## config.mk

```make
export PLATFORM = sky130hd
export DESIGN_NAME = nibble_wildcard_byte_pattern_matcher
export DESIGN_NICKNAME = d
export VERILOG_FILES = /design/src/hdl/nwbpm_pkg.sv /design/src/hdl/nibble_wildcard_byte_pattern_matcher.sv /design/src/hdl/nwbpm_regs.sv /design/src/hdl/nwbpm_cell.sv
export VERILOG_INCLUDE_DIRS = /design/src /design/src/hdl
export SDC_FILE = /design/constraint.sdc
export NUM_CORES = 1
export LEC_CHECK = 0
export ABC_AREA = 1
export BUFFER_PORTS_ARGS = -buffer_cell sky130_fd_sc_hd__buf_4
export CORE_UTILIZATION = 59
export DETAILED_ROUTE_END_ITERATION = 12
export PLACE_DENSITY_LB_ADDON = 0.1
export RECOVER_POWER = 100
export SLEW_MARGIN = 20
export SYNTH_ARGS = -nofsm -noshare
export SYNTH_HDL_FRONTEND = slang
export SYNTH_SLANG_ARGS = --single-unit
```

## constraint.sdc

```tcl
create_clock -name clk -period 3.5 [get_ports clk]
set_input_delay 0.175 -clock clk [delete_from_list [all_inputs] [get_ports clk]]
set_output_delay 0.175 -clock clk [all_outputs]
set_load 0.005 [all_outputs]
```

## src/hdl/nibble_wildcard_byte_pattern_matcher_defines.svh

```systemverilog
// Assertion macros for the nibble wildcard byte pattern matcher.
`ifndef NIBBLE_WILDCARD_BYTE_PATTERN_MATCHER_DEFINES_SVH
`define NIBBLE_WILDCARD_BYTE_PATTERN_MATCHER_DEFINES_SVH
`ifndef SYNTH
// Same-cycle implication, checked at every rising edge outside reset.
`define NWBPM_ASSERT_SAME(label, clk, rst_n, ante, cons) \
	label: assert property (@(posedge clk) disable iff (!rst_n) (ante) |-> (cons)) \
		else $error("nwbpm assertion failed");
// Next-cycle implication, checked at every rising edge outside reset.
`define NWBPM_ASSERT_NEXT(label, clk, rst_n, ante, cons) \
	label: assert property (@(posedge clk) disable iff (!rst_n) (ante) |=> (cons)) \
		else $error("nwbpm assertion failed");
`else
`define NWBPM_ASSERT_SAME(label, clk, rst_n, ante, cons)
`define NWBPM_ASSERT_NEXT(label, clk, rst_n, ante, cons)
`endif
`endif

```

## src/hdl/nwbpm_pkg.sv

```systemverilog
// Shared types and constants for the nibble wildcard byte pattern matcher.
`default_nettype none
package nwbpm_pkg;
	// Default window depth in bytes
	localparam int MAX_PATTERN_BYTES_DEF = 8;
	// Signature slots held by the pattern register (64 bits / 8)
	localparam int PAT_SLOTS = 8;
	localparam int PAT_SEL_W = $clog2(PAT_SLOTS);
	localparam int LEN_W = 4;
	localparam int APB_ADDR_W = 5;
	localparam int APB_DATA_W = 64;

	// Register indexes (paddr[4:3])
	localparam logic [1:0] REG_PATTERN_BYTES = 2'd0;
	localparam logic [1:0] REG_NIBBLE_WILDCARDS = 2'd1;
	localparam logic [1:0] REG_PATTERN_LENGTH = 2'd2;
	localparam logic [1:0] REG_PATTERN_VALID = 2'd3;

	// Nibble keep masks
	localparam logic [7:0] NIBBLE_LO_MASK = 8'h0F;
	localparam logic [7:0] NIBBLE_HI_MASK = 8'hF0;

	typedef struct packed {
		logic [63:0] pattern_bytes;
		logic [15:0] nibble_wildcards;
		logic [LEN_W-1:0] pattern_length;
		logic pattern_valid;
	} cfg_t;
endpackage
`default_nettype wire

```

## src/hdl/nibble_wildcard_byte_pattern_matcher.sv

```systemverilog
// Top level of the nibble wildcard byte pattern matcher.
`default_nettype none
`include "nibble_wildcard_byte_pattern_matcher_defines.svh"
// Scans a byte stream for a signature of up to MAX_PATTERN_BYTES bytes in
// which any nibble may be a wildcard. Every input beat yields one output beat
// carrying a match flag and the byte's index since the last restart. One byte
// is taken per clock unless the output stalls; its result is registered and
// appears in the cycle after acceptance. The window is a row of cells that
// shift one byte per beat and compare their slots in parallel; the AND of all
// cell hits and the fill check feeds the output register. Configuration writes
// via APB at byte addresses 0, 8, 16 and 24 take effect on the next beat.
module nibble_wildcard_byte_pattern_matcher #(
	parameter int MAX_PATTERN_BYTES = nwbpm_pkg::MAX_PATTERN_BYTES_DEF
) (
	input wire logic clk,
	input wire logic arst_n,
	// APB configuration port
	input wire logic psel,
	input wire logic penable,
	input wire logic pwrite,
	input wire logic [nwbpm_pkg::APB_ADDR_W-1:0] paddr,
	input wire logic [nwbpm_pkg::APB_DATA_W-1:0] pwdata,
	output logic [nwbpm_pkg::APB_DATA_W-1:0] prdata,
	output logic pready,
	// Input stream
	input wire logic s_tvalid,
	output logic s_tready,
	input wire logic [7:0] s_tdata, // [7:0] data_byte
	input wire logic s_tuser, // [0] restart
	// Result stream
	output logic m_tvalid,
	input wire logic m_tready,
	output logic [39:0] m_tdata // [0] match, [32:1] byte_index, [39:33] zero
);
	localparam int FILL_W = $clog2(MAX_PATTERN_BYTES + 1);

	nwbpm_pkg::cfg_t cfg;
	logic [nwbpm_pkg::LEN_W-1:0] len;
	logic accept;
	logic restart;
	logic [7:0] win [MAX_PATTERN_BYTES];
	logic [MAX_PATTERN_BYTES-1:0] hits;
	logic [FILL_W-1:0] fill_q;
	logic [FILL_W-1:0] fill_next;
	logic [31:0] pos_q;
	logic [31:0] idx;
	logic hit;
	logic m_tvalid_q;
	logic m_match_q;
	logic [31:0] m_index_q;

	nwbpm_regs u_regs (
		.clk(clk),
		.arst_n(arst_n),
		.psel(psel),
		.penable(penable),
		.pwrite(pwrite),
		.paddr(paddr),
		.pwdata(pwdata),
		.prdata(prdata),
		.pready(pready),
		.cfg(cfg)
	);

	// Effective length: zero reads as one, clamp to window depth
	always_comb begin
		if (cfg.pattern_length == '0) begin
			len = nwbpm_pkg::LEN_W'(1);
		end else if (cfg.pattern_length > nwbpm_pkg::LEN_W'(MAX_PATTERN_BYTES)) begin
			len = nwbpm_pkg::LEN_W'(MAX_PATTERN_BYTES);
		end else begin
			len = cfg.pattern_length;
		end
	end

	assign s_tready = !m_tvalid_q || m_tready;
	assign accept = s_tvalid && s_tready;
	assign restart = s_tuser;

	// Cell row: cell 0 takes the new byte, cell k takes cell k-1
	for (genvar k = 0; k < MAX_PATTERN_BYTES; k++) begin : g_cell
		if (k == 0) begin : g_head
			nwbpm_cell #(.CELL_INDEX(k)) u_cell (
				.clk(clk),
				.arst_n(arst_n),
				.shift_en(accept),
				.clear(1'b0),
				.byte_in(s_tdata),
				.len(len),
				.pattern_bytes(cfg.pattern_bytes),
				.nibble_wildcards(cfg.nibble_wildcards),
				.byte_out(win[k]),
				.hit(hits[k])
			);
		end else begin : g_body
			nwbpm_cell #(.CELL_INDEX(k)) u_cell (
				.clk(clk),
				.arst_n(arst_n),
				.shift_en(accept),
				.clear(restart),
				.byte_in(win[k-1]),
				.len(len),
				.pattern_bytes(cfg.pattern_bytes),
				.nibble_wildcards(cfg.nibble_wildcards),
				.byte_out(win[k]),
				.hit(hits[k])
			);
		end
	end

	// Fill level and byte index for this beat
	always_comb begin
		if (restart) begin
			fill_next = FILL_W'(1);
			idx = '0;
		end else begin
			fill_next = (fill_q < FILL_W'(MAX_PATTERN_BYTES)) ? fill_q + FILL_W'(1) : fill_q;
			idx = pos_q;
		end
		hit = cfg.pattern_valid && (nwbpm_pkg::LEN_W'(fill_next) >= len) && (&hits);
	end

	always_ff @(posedge clk or negedge arst_n) begin
		if (!arst_n) begin
			fill_q <= '0;
			pos_q <= '0;
		end else if (accept) begin
			fill_q <= fill_next;
			pos_q <= idx + 32'd1;
		end
	end

	// Output register
	always_ff @(posedge clk or negedge arst_n) begin
		if (!arst_n) begin
			m_tvalid_q <= 1'b0;
		end else if (accept) begin
			m_tvalid_q <= 1'b1;
		end else if (m_tready) begin
			m_tvalid_q <= 1'b0;
		end
	end

	always_ff @(posedge clk) begin
		if (accept) begin
			m_match_q <= hit;
			m_index_q <= idx;
		end
	end

	assign m_tvalid = m_tvalid_q;
	assign m_tdata = {7'b0, m_index_q, m_match_q};

	// Checks
	`NWBPM_ASSERT_NEXT(a_beat_gives_result, clk, arst_n, accept, m_tvalid_q)
	`NWBPM_ASSERT_NEXT(a_restart_index_zero, clk, arst_n, accept && restart, m_index_q == 32'd0)
	`NWBPM_ASSERT_NEXT(a_index_follows, clk, arst_n, accept && !restart, m_index_q == $past(pos_q))
	`NWBPM_ASSERT_SAME(a_match_needs_valid, clk, arst_n, m_tvalid_q && m_match_q, cfg.pattern_valid)
	`NWBPM_ASSERT_SAME(a_fill_bounded, clk, arst_n, 1'b1, fill_q <= FILL_W'(MAX_PATTERN_BYTES))
endmodule
`default_nettype wire

```

## src/hdl/nwbpm_regs.sv

```systemverilog
// APB configuration register file for the pattern matcher.
`default_nettype none
module nwbpm_regs (
	input wire logic clk,
	input wire logic arst_n,
	input wire logic psel,
	input wire logic penable,
	input wire logic pwrite,
	input wire logic [nwbpm_pkg::APB_ADDR_W-1:0] paddr,
	input wire logic [nwbpm_pkg::APB_DATA_W-1:0] pwdata,
	output logic [nwbpm_pkg::APB_DATA_W-1:0] prdata,
	output logic pready,
	output nwbpm_pkg::cfg_t cfg
);
	nwbpm_pkg::cfg_t cfg_q;
	logic wr_en;
	logic [1:0] reg_sel;

	assign pready = 1'b1;
	assign wr_en = psel & penable & pwrite & pready;
	assign reg_sel = paddr[4:3];
	assign cfg = cfg_q;

	// Register writes
	always_ff @(posedge clk or negedge arst_n) begin
		if (!arst_n) begin
			cfg_q.pattern_bytes <= '0;
			cfg_q.nibble_wildcards <= '0;
			cfg_q.pattern_length <= nwbpm_pkg::LEN_W'(1);
			cfg_q.pattern_valid <= 1'b0;
		end else if (wr_en) begin
			unique case (reg_sel)
				nwbpm_pkg::REG_PATTERN_BYTES: cfg_q.pattern_bytes <= pwdata;
				nwbpm_pkg::REG_NIBBLE_WILDCARDS: cfg_q.nibble_wildcards <= pwdata[15:0];
				nwbpm_pkg::REG_PATTERN_LENGTH:
					cfg_q.pattern_length <= pwdata[nwbpm_pkg::LEN_W-1:0];
				nwbpm_pkg::REG_PATTERN_VALID: cfg_q.pattern_valid <= pwdata[0];
				default: ;
			endcase
		end
	end

	// Read mux
	always_comb begin
		unique case (reg_sel)
			nwbpm_pkg::REG_PATTERN_BYTES: prdata = cfg_q.pattern_bytes;
			nwbpm_pkg::REG_NIBBLE_WILDCARDS:
				prdata = nwbpm_pkg::APB_DATA_W'(cfg_q.nibble_wildcards);
			nwbpm_pkg::REG_PATTERN_LENGTH:
				prdata = nwbpm_pkg::APB_DATA_W'(cfg_q.pattern_length);
			nwbpm_pkg::REG_PATTERN_VALID:
				prdata = nwbpm_pkg::APB_DATA_W'(cfg_q.pattern_valid);
			default: prdata = '0;
		endcase
	end
endmodule
`default_nettype wire

```

## src/hdl/nwbpm_cell.sv

```systemverilog
// One window cell: holds a byte of history, passes it on, compares its slot.
`default_nettype none
module nwbpm_cell #(
	parameter int CELL_INDEX = 0
) (
	input wire logic clk,
	input wire logic arst_n,
	input wire logic shift_en,
	input wire logic clear,
	input wire logic [7:0] byte_in,
	input wire logic [nwbpm_pkg::LEN_W-1:0] len,
	input wire logic [63:0] pattern_bytes,
	input wire logic [15:0] nibble_wildcards,
	output logic [7:0] byte_out,
	output logic hit
);
	logic [7:0] byte_q;
	logic [7:0] byte_next;
	logic [nwbpm_pkg::PAT_SEL_W-1:0] sel;
	logic [7:0] want;
	logic [1:0] wild;
	logic [7:0] keep;
	logic active;

	assign byte_next = clear ? 8'h00 : byte_in;
	assign byte_out = byte_q;

	// Byte k ago pairs with signature byte len-1-k
	assign active = len > nwbpm_pkg::LEN_W'(CELL_INDEX);
	assign sel = nwbpm_pkg::PAT_SEL_W'(len - nwbpm_pkg::LEN_W'(CELL_INDEX)
		- nwbpm_pkg::LEN_W'(1));
	assign want = pattern_bytes[{sel, 3'b000} +: 8];
	assign wild = nibble_wildcards[{sel, 1'b0} +: 2];

	// Masked compare against the value this cell takes on the beat
	always_comb begin
		keep = 8'hFF;
		if (wild[0]) keep = keep & nwbpm_pkg::NIBBLE_LO_MASK;
		if (wild[1]) keep = keep & nwbpm_pkg::NIBBLE_HI_MASK;
		hit = !active || ((byte_next & keep) == (want & keep));
	end

	always_ff @(posedge clk or negedge arst_n) begin
		if (!arst_n) begin
			byte_q <= '0;
		end else if (shift_en) begin
			byte_q <= byte_next;
		end
	end
endmodule
`default_nettype wire

```

* Word-level counts from Yosys, hierarchy flattened *
Cells that the tools add are included.

operators by class
  bitwise gates (word level) = 18
  shifts and indexed selects = 16
  mux-type cells = 31
  reductions and logical operators = 29
  order comparisons = 11
  eq/ne operators = 11
  $add $sub $neg = 16

operators with widths
  cell                   count
  $shiftx 64x7->8        8
  $pmux 64 s4            1
  $and 8x8->8            16
  $shiftx 16x5->2        8
  $mux 8                 15
  $eq 8x8->1             8
  $mux 4                 12
  $add 32x1->32 const B  1
  $mux 32                1
  $sub 3x1->3 const B    8
  $gt 4x3->1 const B     4
  $sub 3x3->3 const B    4
  $logic_not 1->1        9
  $logic_or 1x1->1       9
  $gt 4x1->1 const B     2
  $gt 4x2->1 const B     2
  $reduce_and 2->1       4
  $reduce_and 8->1       1
  $sub 3x2->3 const B    2
  $add 4x1->4 const B    1
  $eq 2x2->1 const B     2
  $ge 4x4->1             1
  $gt 4x4->1 const B     1
  $logic_not 4->1        1
  other kinds (7)        11

storage, ports and cells
  output and inout port bits = 107
  bits of input ports = 85
  logic and storage cells = 148
  register bits = 211

* Longest topological paths before layout *
  word-level depth = 13
  depth in mapped cells = 25
  depth with buffers taken out = 22

* Modules after synthesis *
From an unflattened synthesis, not the netlist that was laid out.

unflattened totals
  cells, all modules = 3089
  area, all modules = 18516.5 µm²

modules (own cells, without submodules)
  module                                instances  area an instance (µm²)  cells each  sequential area each (µm²)
  nwbpm_regs                            1          3955.0                  532         2128.3
  nibble_wildcard_byte_pattern_matcher  1          3761.1                  448         1916.8
  nwbpm_cell (g_cell[7].g_body.u_cell)  1          1435.1                  291         200.2
  nwbpm_cell (g_cell[5].g_body.u_cell)  1          1391.3                  281         200.2
  nwbpm_cell (g_cell[3].g_body.u_cell)  1          1388.8                  278         200.2
  nwbpm_cell (g_cell[1].g_body.u_cell)  1          1376.3                  282         200.2
  nwbpm_cell (g_cell[4].g_body.u_cell)  1          1307.5                  245         200.2
  nwbpm_cell (g_cell[6].g_body.u_cell)  1          1307.5                  242         200.2
  nwbpm_cell (g_cell[0].g_head.u_cell)  1          1301.2                  244         200.2
  nwbpm_cell (g_cell[2].g_body.u_cell)  1          1292.5                  246         200.2

* Least setup slack after synthesis *
Ideal clock, no wire load.

  path kind = register -> register
  from = register u_regs.cfg_q, in the netlist u_regs.cfg[4]
  to = register m_match_q, data pin
  period minus slack after synthesis = 3.008 ns
  buffers on the path = 5
  cell stages (with the launch flop) = 26
  library setup time = 0.252 ns
  arrival time = 2.756 ns
  data required time = 3.248 ns
  slack = 0.492 ns
  cells stage by stage = dfrtp_1 -> nor2_2 -> nand2_2 -> nand2_2 -> buf_6 -> buf_4 -> buf_4 -> ha_1 -> clkbuf_1 -> clkinv_1 -> buf_1 -> nand3_1 -> nand3_1 -> nand2_1 -> nand2_1 -> nand2_1 -> nand2_1 -> inv_1 -> nand2_1 -> nand2_1 -> nand2_1 -> nand2_1 -> nand2_1 -> nor2_1 -> nand2_1 -> nor2_1

between the ends
  cells in the longest elaborated chain, start to end = 12
  elaborated cells on any way between the ends = 102
  classes of those cells = add/sub (14); order compare (10); eq/ne (8); shift (16); mux (18); bitwise (16); reduce/logical (20)

ends and longest elaborated chain
  what                                                 RTL line                                     RTL
  from (decl)                                          nwbpm_regs.sv:15                             nwbpm_pkg::cfg_t cfg_q;
  $gt 4x4->1                                           nibble_wildcard_byte_pattern_matcher.sv:69   end else if (cfg.pattern_length > nwbpm_pkg::LEN_W'(MAX_PATTERN_BYTES)) begin
  $mux 4                                               nibble_wildcard_byte_pattern_matcher.sv:69
  $mux 4 *                                             nibble_wildcard_byte_pattern_matcher.sv:67   if (cfg.pattern_length == '0) begin
  branches (longest 8 deep; another with $sub 3x1->3)  -
  $logic_and 1x1->1 *                                  nibble_wildcard_byte_pattern_matcher.sv:120  hit = cfg.pattern_valid && (nwbpm_pkg::LEN_W'(fill_next) >= len) && (&hits);
  net hit                                              nibble_wildcard_byte_pattern_matcher.sv:47   logic hit;
  to (signal assigned)                                 nibble_wildcard_byte_pattern_matcher.sv:146  m_match_q <= hit;
  to (decl)                                            nibble_wildcard_byte_pattern_matcher.sv:49   logic m_match_q;

Mark *: on every way through the listed nets, which the timed path passes.
A chain may end at the register's enable or synchronous reset.

* Worst setup path in the final report *
Ends and elaborated chain as after synthesis.

==> run_results.csv <==
group,metric,value,unit
status,status,"finished, violations left",
status,violations,"capacitance limit, slew limit",
cts,clock_path_buffers,3,
detailed_routing,wl_per_cell,18.32,um
sta,rsz0062_at_grt,"false",
detailed_routing,drc,0,
global_routing,grt_pass1_wl,75.20,mm
synthesis,netlist.area_leader.share,31.73,%
global_routing,grt_max_degree,139,
setup_path,path_cells,"inv_2 -> buf_4 -> nand2_4 -> nand2_2 -> inv_1 -> ha_1 -> inv_1 -> ha_1 -> clkinv_1 -> buf_4 -> nand3_1 -> nand3_1 -> nand2_1 -> nand2_1 -> inv_1 -> nand2_1 -> nand2_1 -> nand2_1 -> nand2_1 -> nand2_1 -> inv_1 -> nand2_1 -> nor2_1",
sta,worst_slack,0.3226,ns
setup_path,cp.arrival,3.46,ns
setup_path,required,3.78,ns
global_routing,grt_remaining_overflow,0,
synthesis,synthTopCellsByCount,"nand2_1, nand3_1, inv_1, nor2_1, dfrtp_1",
detailed_routing,num_vias,15180,
die,die_y,155.8,um
cts,clock_latency,0.53,ns
sta,relSlewSlack,-34.87,%
cts,path_clk_slew,0.06,ns
synthesis,synth_seq_cells,211,
die,die_x,155.8,um
placed_design,globalplace.congestion,0.9872,
die,core_area,22920,um^2
synthesis,netlist_area,13960,um^2
placed_design,portBuffers,180,
cells_and_area,final_cells,2623,
cts,cts_num_sinks,211,
detailed_routing,ant_nets,0,
die,initial_core_util,60.92,%
die,io_pins,192,
worst_hold_path,worstHoldStart,"s_tdata[2]",
sta,period_minus_slack,3.177,ns
cells_and_area,antenna-diode-count,0,
cells_and_area,final_nets,2393,
detailed_routing,viasPerCell,5.787,
power,p_leak,8.652,nW
sta,hold_violations,0,
sta,setup_viol,0,
worst_hold_path,hold_path.class,"in2reg",
setup_path,startpoint_type,"flop",
cells_and_area,drive_gt1_share,11.04,%
sta,finClkSkew,0.01532,ns
setup_path,crit_type,"reg2reg",
sta,max_freq,0.3147,GHz
cts,post_cts_buffers,0,
synthesis,async_flop_share,84.36,%
synthesis,syn_inst,2086,
synthesis,seq_area_frac_synth,39.01,%
setup_path,crit_slowest_cell,"dfrtp_1",
placed_design,hpwl,33.62,mm
power,p_per_area,632.8,nW/um^2
synthesis,yosysWarnings,0,
global_routing,grt_pass1_vias,14040,
sta,slew_viol_final,74,
synthesis,post-synth-top-count-cell,"nand2_1",
cts,cts_tree,"built",
die,design.die.area,24280,um^2
cells_and_area,syn_to_final_growth,21.20,%
detailed_routing,drt_wl_total,48.04,mm
die,num_rows,55,
synthesis,synth-main-ff-cell,"dfrtp_1",
detailed_routing,firstDrtPassIters,6,
power,ir_drop,0.4353,mV
placed_design,place_inst,2503,
global_routing,track_usage,40.02,%
synthesis,synth_edf_count,33,
setup_path,cp_slowest_stage_delay,0.46,ns
setup_path,startpoint,"u_regs.cfg[4]$_DFFE_PN0P_",
cts,cts_max_level,1,
setup_path,crit_top_cell,"nand2_1",
sta,finalCritPeriodShare,90.78,%
run,cap_viol_max_count,1,
global_routing,antenna_found_initial,1,
setup_path,crit_path_end_kind,"flop",
synthesis,syn_avg_cell_area,6.693,um^2
sta,worst_pin_slew,2.023,ns
setup_path,timing.rr.start,"u_regs.cfg[4]$_DFFE_PN0P_",
cts,cts_root_buf,"clkbuf_16",
cts,cts_inserted_buffers,24,
placed_design,dp_slack,0.4019,ns
synthesis,yosysTopAreaCell,"dfrtp_1",
detailed_routing,drt_iter0_drc,1924,
synthesis,ys_top_cells_by_area,"dfrtp_1, nand2_1, nand3_1, edfxtp_1, inv_1",
sta,tns,0,ns
setup_path,crit_fanout,19,
synthesis,yosysUniqueCellTypes,41,
==> layout make-up <==
cell class	count	area, um^2
Timing Repair Buffer	288	2322
Clock buffer	37	720.7
Inverter	251	942.2
Clock inverter	7	52.55
Fill cell	1753	5995
Tap cell	313	391.6
Sequential cell	211	5446
Multi-Input combinational cell	1516	7046
==> logic make-up (layout without fill, tap and decap cells) <==
family / count (synthesis) / count (layout) / share of synthesized area (%)
xor+xnor: 36 / 36 / 2.259
flops: 211 / 211 / 39.01
simple gates: 1225 / 1225 / 37.50
compound gates: 216 / 216 / 8.039
fa+ha+maj: 16 / 16 / 1.434
mux: 15 / 15 / 1.075
buf+inv: 365 / 583 / 10.63
other cells: 2 / 8 / 0.05379
==> metrics by stage <==
stage / hold slack (ns) / utilization [%] / total power, mW / area [um^2]
floorplan: -0.1206 / - / 6.500 / 13980
global placement: 0.2459 / 67.56 / 7.911 / 15480
detailed placement: 0.2537 / 67.56 / 8.015 / 15480
CTS: 0.02038 / 74.25 / 10.54 / 17020
global route: 0.06435 / 73.84 / 11.36 / 16920
finish: 0.02532 / 73.84 / 10.71 / 16920
==> state kept, by name, summed over array words and instances, names as in the netlist <==
| register | cells |
|---|---|
| g_cell.g_body.u_cell.byte_out | 48 |
| u_regs.cfg | 85 |
| pos_q | 32 |
| g_cell.g_head.u_cell.byte_out | 8 |
| fill_q | 4 |
| m_match_q | 1 |
| m_tvalid | 1 |
| m_index_q | 32 |
==> per-layer routing <==
metal	share of wire, %	track usage, %	wire [um]
met3	10	8.583	4813
met1	39	51.82	18950
met5	0.025	0	12
met4	5.8	19.42	2795
met2	45	63.65	21470
==> final timing paths <==
kind / to / slack [ns] / depth (start not counted)
max in group asynchronous: u_regs.cfg[56]$_DFFE_PN0P_ / 0.78 / 3
worst max-delay path: m_match_q$_DFFE_PP_ / 0.32 / 23
worst min register to register: g_cell[0].g_head.u_cell.byte_out[0]$_DFFE_PN0P_ / 0.48 / 2
worst max register to register: m_match_q$_DFFE_PP_ / 0.32 / 23
worst min-delay path: g_cell[0].g_head.u_cell.byte_out[2]$_DFFE_PN0P_ / 0.03 / 3
min in group asynchronous: pos_q[16]$_DFFE_PN0P_ / 0.74 / 2
==> power breakdown <==
part           leakage [nW]  internal, mW  total (mW)  switching (mW)
sequential             2.57          2.78        3.10           0.321
combinational          5.71          1.70        5.14            3.43
clock                 0.377          1.43        2.47            1.05
total                  8.65          5.91        10.7            4.80
==> placed cells by master (no fill, tap or decap), types with 55 or more instances in the layout <==
cell	synthesis	layout
nand2_1	619	619
nand3_1	334	334
inv_1	243	243
nor2_1	211	215
dfrtp_1	177	177
o21ai_0	140	140
buf_4	17	103
clkbuf_4	0	91
dlygate4sd3_1	0	76
a21oi_1	55	55
==> repair_timing <==
item                       in CTS  in global routing
hold endpoints to repair      162                  0
hold buffers                   76                  0
resized for setup               0                  0
setup endpoints to repair       0                  0
==> critical path: cells and delay by family, from the launching register on <==
kind	cells	cell delay, ns
DFF	1	0.46
buffers and inverters	8	0.88
adders and majority gates	2	0.52
and+or+nand+nor	13	1.05
Note: power is estimated with default switching activity, not from simulation.
